$ cat src/sfr_pkg.sv
package sfr_pkg;

    localparam int SFR_BUFFER_BYTES = 128;

    localparam logic [7:0] SYNC_FIRST  = 8'hAA;
    localparam logic [7:0] SYNC_SECOND = 8'h77;
    localparam logic [7:0] FLAG_NORMAL = 8'h00;

    // Byte positions within the frame header.
    localparam int POS_SYNC0    = 0;
    localparam int POS_SYNC1    = 1;
    localparam int POS_FLAG     = 2;
    localparam int POS_SUM      = 3;
    localparam int POS_COUNTER  = 4;
    localparam int POS_COMMAND  = 5;
    localparam int POS_ACK      = 6;
    localparam int POS_LENGTH   = 7;
    localparam int HEADER_BYTES = 8;

    // Frame-end compare width: length byte plus header size.
    localparam int CMP_W = 9;

    localparam int FIFO_DEPTH = 4;
    localparam int FIFO_PTR_W = $clog2(FIFO_DEPTH);
    localparam int FIFO_LVL_W = FIFO_PTR_W + 1;

    typedef enum logic [2:0] {
        KIND_PAYLOAD  = 3'd0,
        KIND_GOOD     = 3'd1,
        KIND_BADSUM   = 3'd2,
        KIND_SYNC0    = 3'd3,
        KIND_SYNC1    = 3'd4,
        KIND_FLAG     = 3'd5,
        KIND_OVERFLOW = 3'd6
    } kind_t;

    typedef struct packed {
        kind_t      kind;
        logic [7:0] payload_byte;
        logic [6:0] payload_index;
        logic [7:0] frame_counter;
        logic [7:0] command;
        logic [7:0] ack_byte;
        logic [6:0] length;
        logic       last;
    } result_t;

    typedef struct packed {
        result_t    res0;
        result_t    res1;
        logic [1:0] cnt;
    } parse_out_t;

    typedef struct packed {
        logic [FIFO_LVL_W-1:0] level;
        logic                  room;
    } fifo_status_t;

endpackage

$ cat src/serial_frame_receiver_core.sv
// Channel   Handshake             Payload
// rx        rx_valid / rx_ready   rx_byte
// res       res_valid / res_ready kind, payload_byte, payload_index, frame_counter,
//                                 command, ack_byte, length, last
//
// Each received byte is held in an input register and parsed combinationally into
// zero, one or two results, which go into a four-entry result queue.
// With res_ready held high one byte is taken every cycle while the queue has room;
// a byte that yields two results leaves through the single output port one at a time.
// Reset clears the parser to hunt for the first sync byte and empties the queue.
// The input register stalls while the queue has fewer than two free entries.
module serial_frame_receiver_core
    import sfr_pkg::*;
#(
    parameter int BUFFER_BYTES = SFR_BUFFER_BYTES
)
(
    input  logic       clk,
    input  logic       rst_n,
    input  logic       rx_valid,
    output logic       rx_ready,
    input  logic [7:0] rx_byte,
    output logic       res_valid,
    input  logic       res_ready,
    output logic [2:0] kind,
    output logic [7:0] payload_byte,
    output logic [6:0] payload_index,
    output logic [7:0] frame_counter,
    output logic [7:0] command,
    output logic [7:0] ack_byte,
    output logic [6:0] length,
    output logic       last
);

    logic         s1_valid_reg;
    logic [7:0]   s1_data_reg;
    logic         s1_fire;
    parse_out_t   parse;
    result_t      head;
    fifo_status_t status;

    assign s1_fire  = s1_valid_reg && status.room;
    assign rx_ready = !s1_valid_reg || s1_fire;

    always_ff @(posedge clk or negedge rst_n)
    begin
        if (!rst_n)
        begin
            s1_valid_reg <= 1'b0;
        end
        else if (rx_valid && rx_ready)
        begin
            s1_valid_reg <= 1'b1;
        end
        else if (s1_fire)
        begin
            s1_valid_reg <= 1'b0;
        end
    end

    always_ff @(posedge clk)
    begin
        if (rx_valid && rx_ready)
        begin
            s1_data_reg <= rx_byte;
        end
    end

    sfr_parser #(
        .BUFFER_BYTES(BUFFER_BYTES)
    ) u_parser (
        .clk   (clk),
        .rst_n (rst_n),
        .fire  (s1_fire),
        .data  (s1_data_reg),
        .parse (parse)
    );

    sfr_res_fifo u_fifo (
        .clk        (clk),
        .rst_n      (rst_n),
        .push       (s1_fire),
        .parse      (parse),
        .pop_ready  (res_ready),
        .head_valid (res_valid),
        .head       (head),
        .status     (status)
    );

    assign kind          = head.kind;
    assign payload_byte  = head.payload_byte;
    assign payload_index = head.payload_index;
    assign frame_counter = head.frame_counter;
    assign command       = head.command;
    assign ack_byte      = head.ack_byte;
    assign length        = head.length;
    assign last          = head.last;

    a_level_bound: assert property (@(posedge clk) disable iff (!rst_n)
        status.level <= FIFO_LVL_W'(FIFO_DEPTH))
        else $error("result queue level above its depth");

    a_verdict_last: assert property (@(posedge clk) disable iff (!rst_n)
        res_valid && kind != KIND_PAYLOAD |-> last)
        else $error("verdict or error transfer not marked last");

    a_result_follows: assert property (@(posedge clk) disable iff (!rst_n)
        s1_fire && parse.cnt != 2'd0 |=> res_valid)
        else $error("parsed result did not reach the output");

    a_stall_holds_byte: assert property (@(posedge clk) disable iff (!rst_n)
        s1_valid_reg && !s1_fire |=> s1_valid_reg && $stable(s1_data_reg))
        else $error("stalled input byte lost");

endmodule

$ cat src/sfr_parser.sv
module sfr_parser
    import sfr_pkg::*;
#(
    parameter int BUFFER_BYTES = SFR_BUFFER_BYTES
)
(
    input  logic       clk,
    input  logic       rst_n,
    input  logic       fire,
    input  logic [7:0] data,
    output parse_out_t parse
);

    localparam int PW = $clog2(BUFFER_BYTES);

    logic [PW-1:0]    pos_reg, pos_next;
    logic [7:0]       sum_reg, sum_next;
    logic [7:0]       counter_reg, counter_next;
    logic [7:0]       command_reg, command_next;
    logic [7:0]       ack_reg, ack_next;
    logic [7:0]       length_reg, length_next;
    logic [7:0]       xor_reg, xor_next;
    logic [CMP_W-1:0] pos_inc;
    logic             payload_hit;
    logic             frame_end;
    result_t          pay_res;
    result_t          verdict_res;

    always_comb
    begin
        pos_next     = pos_reg;
        sum_next     = sum_reg;
        counter_next = counter_reg;
        command_next = command_reg;
        ack_next     = ack_reg;
        length_next  = length_reg;
        xor_next     = xor_reg;
        pos_inc      = CMP_W'(pos_reg) + CMP_W'(1);
        payload_hit  = 1'b0;
        frame_end    = 1'b0;
        pay_res      = '0;
        verdict_res  = '0;
        parse        = '0;

        if (pos_reg >= PW'(BUFFER_BYTES - 1))
        begin
            parse.res0.kind = KIND_OVERFLOW;
            parse.res0.last = 1'b1;
            parse.cnt       = 2'd1;
            pos_next        = '0;
        end
        else if (pos_reg == PW'(POS_SYNC0) && data != SYNC_FIRST)
        begin
            parse.res0.kind = KIND_SYNC0;
            parse.res0.last = 1'b1;
            parse.cnt       = 2'd1;
            pos_next        = '0;
        end
        else if (pos_reg == PW'(POS_SYNC1) && data != SYNC_SECOND)
        begin
            parse.res0.kind = KIND_SYNC1;
            parse.res0.last = 1'b1;
            parse.cnt       = 2'd1;
            pos_next        = '0;
        end
        else if (pos_reg == PW'(POS_FLAG) && data != FLAG_NORMAL)
        begin
            parse.res0.kind = KIND_FLAG;
            parse.res0.last = 1'b1;
            parse.cnt       = 2'd1;
            pos_next        = '0;
        end
        else
        begin
            case (pos_reg)
                PW'(POS_SUM):
                begin
                    sum_next = data;
                end
                PW'(POS_COUNTER):
                begin
                    counter_next = data;
                    xor_next     = FLAG_NORMAL ^ data;
                end
                PW'(POS_COMMAND):
                begin
                    command_next = data;
                    xor_next     = xor_reg ^ data;
                end
                PW'(POS_ACK):
                begin
                    ack_next = data;
                    xor_next = xor_reg ^ data;
                end
                PW'(POS_LENGTH):
                begin
                    length_next = data;
                    xor_next    = xor_reg ^ data;
                end
                default:
                begin
                end
            endcase

            if (pos_reg >= PW'(HEADER_BYTES))
            begin
                payload_hit = 1'b1;
                xor_next    = xor_reg ^ data;
            end

            // A zero-length frame ends on its length byte.
            frame_end = (pos_inc >= CMP_W'(HEADER_BYTES)) &&
                        (pos_inc == CMP_W'(length_next) + CMP_W'(HEADER_BYTES));
            pos_next  = frame_end ? '0 : pos_inc[PW-1:0];

            pay_res.kind          = KIND_PAYLOAD;
            pay_res.payload_byte  = data;
            pay_res.payload_index = 7'(pos_reg - PW'(HEADER_BYTES));

            verdict_res.kind          = (xor_next == sum_next) ? KIND_GOOD : KIND_BADSUM;
            verdict_res.frame_counter = counter_next;
            verdict_res.command       = command_next;
            verdict_res.ack_byte      = ack_next;
            verdict_res.length        = length_next[6:0];
            verdict_res.last          = 1'b1;

            if (payload_hit && frame_end)
            begin
                parse.res0 = pay_res;
                parse.res1 = verdict_res;
                parse.cnt  = 2'd2;
            end
            else if (payload_hit)
            begin
                parse.res0      = pay_res;
                parse.res0.last = 1'b1;
                parse.cnt       = 2'd1;
            end
            else if (frame_end)
            begin
                parse.res0 = verdict_res;
                parse.cnt  = 2'd1;
            end
        end
    end

    always_ff @(posedge clk or negedge rst_n)
    begin
        if (!rst_n)
        begin
            pos_reg     <= '0;
            sum_reg     <= '0;
            counter_reg <= '0;
            command_reg <= '0;
            ack_reg     <= '0;
            length_reg  <= '0;
            xor_reg     <= '0;
        end
        else if (fire)
        begin
            pos_reg     <= pos_next;
            sum_reg     <= sum_next;
            counter_reg <= counter_next;
            command_reg <= command_next;
            ack_reg     <= ack_next;
            length_reg  <= length_next;
            xor_reg     <= xor_next;
        end
    end

endmodule

$ cat src/sfr_res_fifo.sv
module sfr_res_fifo
    import sfr_pkg::*;
(
    input  logic         clk,
    input  logic         rst_n,
    input  logic         push,
    input  parse_out_t   parse,
    input  logic         pop_ready,
    output logic         head_valid,
    output result_t      head,
    output fifo_status_t status
);

    result_t               entries [FIFO_DEPTH];
    logic [FIFO_PTR_W-1:0] wr_ptr_reg, wr_ptr_next;
    logic [FIFO_PTR_W-1:0] rd_ptr_reg, rd_ptr_next;
    logic [FIFO_LVL_W-1:0] level_reg, level_next;
    logic [FIFO_LVL_W-1:0] push_cnt;
    logic                  pop;

    assign head_valid   = (level_reg != '0);
    assign head         = entries[rd_ptr_reg];
    assign pop          = head_valid && pop_ready;
    // Room for the worst case of two results from one byte.
    assign status.room  = (level_reg <= FIFO_LVL_W'(FIFO_DEPTH - 2));
    assign status.level = level_reg;

    always_comb
    begin
        push_cnt    = push ? FIFO_LVL_W'(parse.cnt) : '0;
        wr_ptr_next = wr_ptr_reg + FIFO_PTR_W'(push_cnt);
        rd_ptr_next = rd_ptr_reg + FIFO_PTR_W'(pop);
        level_next  = level_reg + push_cnt - FIFO_LVL_W'(pop);
    end

    always_ff @(posedge clk or negedge rst_n)
    begin
        if (!rst_n)
        begin
            wr_ptr_reg <= '0;
            rd_ptr_reg <= '0;
            level_reg  <= '0;
        end
        else
        begin
            wr_ptr_reg <= wr_ptr_next;
            rd_ptr_reg <= rd_ptr_next;
            level_reg  <= level_next;
        end
    end

    always_ff @(posedge clk)
    begin
        if (push && parse.cnt != 2'd0)
        begin
            entries[wr_ptr_reg] <= parse.res0;
        end
        if (push && parse.cnt == 2'd2)
        begin
            entries[wr_ptr_reg + FIFO_PTR_W'(1)] <= parse.res1;
        end
    end

endmodule
$ cat config.mk
export PLATFORM = sky130hd
export DESIGN_NAME = serial_frame_receiver_core
export DESIGN_NICKNAME = d
export VERILOG_FILES = /design/src/sfr_pkg.sv /design/src/serial_frame_receiver_core.sv /design/src/sfr_parser.sv /design/src/sfr_res_fifo.sv
export SDC_FILE = /design/constraint.sdc
export NUM_CORES = 1
export LEC_CHECK = 0
export ABC_AREA = 1
export BUFFER_PORTS_ARGS = -buffer_cell sky130_fd_sc_hd__buf_2
export CAP_MARGIN = 10
export CELL_PAD_IN_SITES_DETAIL_PLACEMENT = 0
export CELL_PAD_IN_SITES_GLOBAL_PLACEMENT = 1
export CORE_ASPECT_RATIO = 0.5
export CORE_MARGIN = 10
export CORE_UTILIZATION = 52
export CTS_CLUSTER_SIZE = 24
export DETAILED_ROUTE_END_ITERATION = 6
export PLACE_DENSITY = 0.87
export REMOVE_ABC_BUFFERS = 1
export SYNTH_ARGS = -nofsm -noshare
export SYNTH_HDL_FRONTEND = slang
export SYNTH_HIERARCHICAL = 1
export SYNTH_SLANG_ARGS = --single-unit
$ cat constraint.sdc
create_clock -name clk -period 10.29 [get_ports clk]
set_clock_uncertainty 0.05 [all_clocks]
set_input_delay 2.058 -clock clk [delete_from_list [all_inputs] [get_ports clk]]
set_output_delay 2.058 -clock clk [all_outputs]
set_load 0.01 [all_outputs]
Word-level counts from Yosys, hierarchy flattened
Memories as Yosys holds them, arrays and structs flattened.
Index checks and enable logic that the tools add are counted.
Storage, ports and cells
  bits in registers: 71
  RAM bits: 200
  output and inout bits: 52
  word-level logic and storage cells: 125
  memories: 1
Cells by class
  $add $sub $neg: 8
  order comparisons: 4
  eq/ne operators: 12
  multiplexer cells: 64
  bitwise logic cells: 5
  reductions and logical operators: 19
Memory list
  u_fifo.entries: depth 4, bits a word 50, rd ports 1, clocked after Yosys merged registers in 0, wr ports 2, RTL line sfr_res_fifo.sv:14  | result_t entries [FIFO_DEPTH];
Operators by type and width (number)
  $mux 50: 8
  $mux 46: 4
  $mux 8: 18
  $mux 7: 5
  $eq 7x3->1 const B: 4
  $mux 1: 16
  $mux 2: 8
  $pmux 8 s2: 1
  $eq 7x2->1 const B: 2
  $mux 3: 4
  $logic_and 1x1->1: 10
  $add 8x4->9 const B: 1
  $eq 9x9->1: 1
  $ge 9x4->1 const B: 1
  $add 7x1->8 const B: 1
  $eq 8x8->1: 1
  $ne 8x7->1 const B: 1
  $ne 8x8->1 const B: 1
  $reduce_bool 8->1: 1
  $xor 8x8->8: 1
  $eq 7x1->1 const B: 1
  $ge 7x4->1 const B: 1
  $ge 7x7->1 const B: 1
  $logic_not 7->1: 1
  15 further kinds: 19

Longest topological paths before layout
  depth after elaboration: 20
  depth in mapped cells: 26

Cells and area by module
Netlist, hierarchy kept.
Modules (own cells, without submodules)
  sfr_res_fifo: instances 1, cells each 1094, area each 10505.1 um^2, sequential area each 6180.9 um^2
  sfr_parser: instances 1, cells each 691, area each 4523.1 um^2, sequential area each 1376.3 um^2
  serial_frame_receiver_core: instances 1, cells each 16, area each 292.8 um^2, sequential area each 265.3 um^2

Worst setup path before layout
OpenSTA, ideal clock, no wires.
  path type: register to register
  from: register u_parser.pos_reg[0]
  to: memory u_fifo/entries[3][0] (netlist name), enable pin
  arrival time: 4.255 ns
  required time: 9.831 ns
  path slack: 5.576 ns
  stages on the path, launching flop included: 23
  buffers on the path: 3
  clock period less this slack: 4.714 ns
  path through: dfrtp_1 > ha_1 > nand3_4 > nor2_8 > buf_6 > nand2_2 > nand2_4 > ha_1 > xnor2_1 > nor2_1 > nand2_1 > nor2_1 > nand3_2 > nor2_1 > ha_1 > nand2_1 > clkbuf_1 > inv_1 > nand2_2 > nor2_4 > nand2_1 > clkbuf_1 > nand2_1
RTL lines
  start: declaration: RTL line sfr_parser.sv:16  | logic [PW-1:0] pos_reg, pos_next;
  start signal: assignment: RTL line sfr_parser.sv:161  | pos_reg <= pos_next;
  end: declaration: RTL line sfr_res_fifo.sv:14

==> reports/results.ini <==
[sta]
period_minus_slack_ps=6120
setup_violations=0
worst_pin_slew_ps=1230
worst_slack_ps=4170
fmax_ghz=0.163
rsz0062_at_grt=no
hold_viol=0
tns_ps=0
maxSlewHeadroom=0.183
post-route-period-util=0.594
final_max_slew_viol_count=0

[die]
chipWidth_um=263
core-area_sq_um=29000
dieArea_sq_um=37100
die_h_um=141
initial_core_util=0.528
rows=44
io_pins=64

[drt]
vias=12147
wirelength_mm=38.6
ant_nets=0
drt_first_iter_violations=1218
viasPerCell=5.51
dr.pass1.iters=5
drc=0
routedWlPerCell_um=17.5

[synthesis]
synth-xor-area-share=0.00400
synthCells=1801
synth.area.mux_share=0
yosysSeqAreaShare=0.511
yosys.area_share.adder=0.0111
synth_top_area_cell=edfxtp_1
synth_cell_type_count=40
syn-cell-area_sq_um=15300
yosys.area.top_type_share=0.408
avgSynthCellArea_sq_um=8.51
synth-seq-cells=271
synthTopCellsByArea=edfxtp_1 41%, dfrtp_1 10%, nand2_1 10%
synth_top_family_by_area=simple AND/OR/NAND/NOR gates
yosysWarnings=6
synth_simple_gate_area_share=0.214
synth_compound_area_frac=0.163

[setup_path]
slowest_delay_ps=750
crit_required_ps=10430
r2r_slack_ps=4170
crit_path_end_kind=register
rr_worst_depth=20
crit_cells=20
crit_slowest_cell=nand2_2
worstSetupPathType=reg -> reg
critical_path.max_fanout=101
r2r-start=u_parser/pos_reg[0]$_DFFE_PN0P_
reg2reg_to=u_fifo/entries[3][42]$_DFFE_PP_
worst-path-buf-inv=2
critical-path-top-delay-family=simple AND/OR/NAND/NOR gates
cp-start-kind=register
critPathLaunch=u_parser/pos_reg[0]$_DFFE_PN0P_
cp_cell_sequence=ha_1 > nand3_4 > nor2_8 > nand2_1 > o21ai_2 > ha_1 > xnor2_1 > nor2_1 > nand2_1 > nor2_1 > nand3_2 > nor2_1 > ha_1 > nand2_1 > inv_1 > nand2_2 > nor2_4 > nand2_4 > nand2_2 > buf_4
critical_path_arrival_ps=6260
cp-endpoint=u_fifo/entries[3][42]$_DFFE_PP_

[run_status]
status=complete, no violations

[placement]
placed_cell_area_sq_um=15400
gp_congestion=0.879
dp_slack_ps=4200
dp_hpwl_mm=24.5
numPortBuffers=63

[final_layout]
final_common_cell=nand2_1
num-nets-final=1820
design_area_sq_um=16300
regMostFlops=u_fifo/entries
fill_cells=2562
drive_gt1_frac=0.134
num_antenna_cells=0
final_cell_mix=402 x nand2_1, 277 x o21ai_0, 226 x nor2_1
area_delta_synth_final_pct=6.21
largest_reg_flops=200

[power_and_ir_drop]
p_leak_nw=6.08
max-vdd-ir-drop_v=0.000139
p_per_area_nw_per_um2=216

[clock_tree]
clk_pin_slew_ps=60
h-tree-depth=1
cts_root_buffer=clkbuf_16
cts.repair.resized=0
cts_buffer_depth=3
cts_hold_buf=0
clk_latency_ps=550
cts_sinks=271
cts_tree=done
cts_buffers=26
cts_setup_buffers=0

[hold_path]
min_from=u_parser/command_reg[3]$_DFFE_PN0P_
hp-class=reg -> reg

[grt]
grt_overflow=0
grt_first_pass_wirelength_mm=61.6
grt_antenna_before_repair=1
grt_pass1_vias=11584
grt_max_degree=102
grtUsageTotal=0.203

[run]
maxCapViolCount=0

==> stage by stage <==
| stage | utilization | power [mW] | hold WS (ps) | cells |
|---|---|---|---|---|
| 2_1_floorplan | - | 2.11 | 392 | 1691 |
| 3_3_place_gp | 0.531 | 2.55 | 412 | 2158 |
| 3_5_place_dp | 0.531 | 2.57 | 423 | 2158 |
| 4_1_cts | 0.561 | 3.55 | 440 | 2206 |
| 5_1_grt | 0.561 | 3.72 | 455 | 2206 |
| 6_report | 0.561 | 3.52 | 437 | 2206 |
==> layer usage <==
metal	wire (um)	global-route usage	share of wire
met5	0	0	0
met4	615	0.0451	0.016
met3	2390	0.0256	0.062
met2	18100	0.345	0.47
met1	17500	0.273	0.45
==> cell usage after synthesis, drive strengths merged <==
cell type and instances:
o21ai 431, clkbuf 31, a21oi 18, or2 1, xor2 3, nand3b 3, ha 12, nor3 26
conb 1, nand3 38, nand2 421, edfxtp 208, nand4 16, o41ai 1, xnor2 4, fa 1
nor4 3, clkinv 1, nor2 265, o21bai 2, dfrtp 63, buf 94, inv 151, o22ai 7
==> layout make-up <==
type,instances,area [sq um],share of cell area
Multi-Input combinational cell,1268,6090,0.374
Clock buffer,38,776,0.0477
Timing Repair Buffer,76,413,0.0254
Tap cell,391,489,0.0301
Inverter,152,573,0.0352
Clock inverter,10,101,0.00623
Sequential cell,271,7830,0.481
==> kinds of logic after synthesis <==
kind of cell,Yosys count
other,1
AOI/OAI and AO/OA,459
DFF,271
buffers and inverters,277
xor gates and xnor gates,7
and+or+nand+nor,773
adders and majority gates,13
==> worst min-delay path, cell delays in order, from the launching register on <==
cell and delay, ps:
dfrtp_1 340, nand2_1 50, o21ai_0 60
==> worst min path at each step <==
stage / to / slack [ps] / depth (start not counted)
floorplan: u_fifo/rd_ptr_reg[1]$_DFF_PN0_ / 390 / 2
global placement: u_parser/command_reg[1]$_DFFE_PN0P_ / 410 / 2
detailed placement: u_parser/command_reg[1]$_DFFE_PN0P_ / 420 / 2
CTS: u_parser/command_reg[3]$_DFFE_PN0P_ / 440 / 2
global route: u_parser/command_reg[5]$_DFFE_PN0P_ / 460 / 2
finish: u_parser/command_reg[3]$_DFFE_PN0P_ / 440 / 2
==> power breakdown <==
group / total, mW / internal (mW) / switching, mW / leakage [nW]
combinational: 1.06 / 0.307 / 0.751 / 2.83
clock: 0.982 / 0.553 / 0.429 / 0.430
sequential: 1.48 / 1.39 / 0.0868 / 2.82
total: 3.52 / 2.25 / 1.27 / 6.08
(Power assumes the default switching activity.)
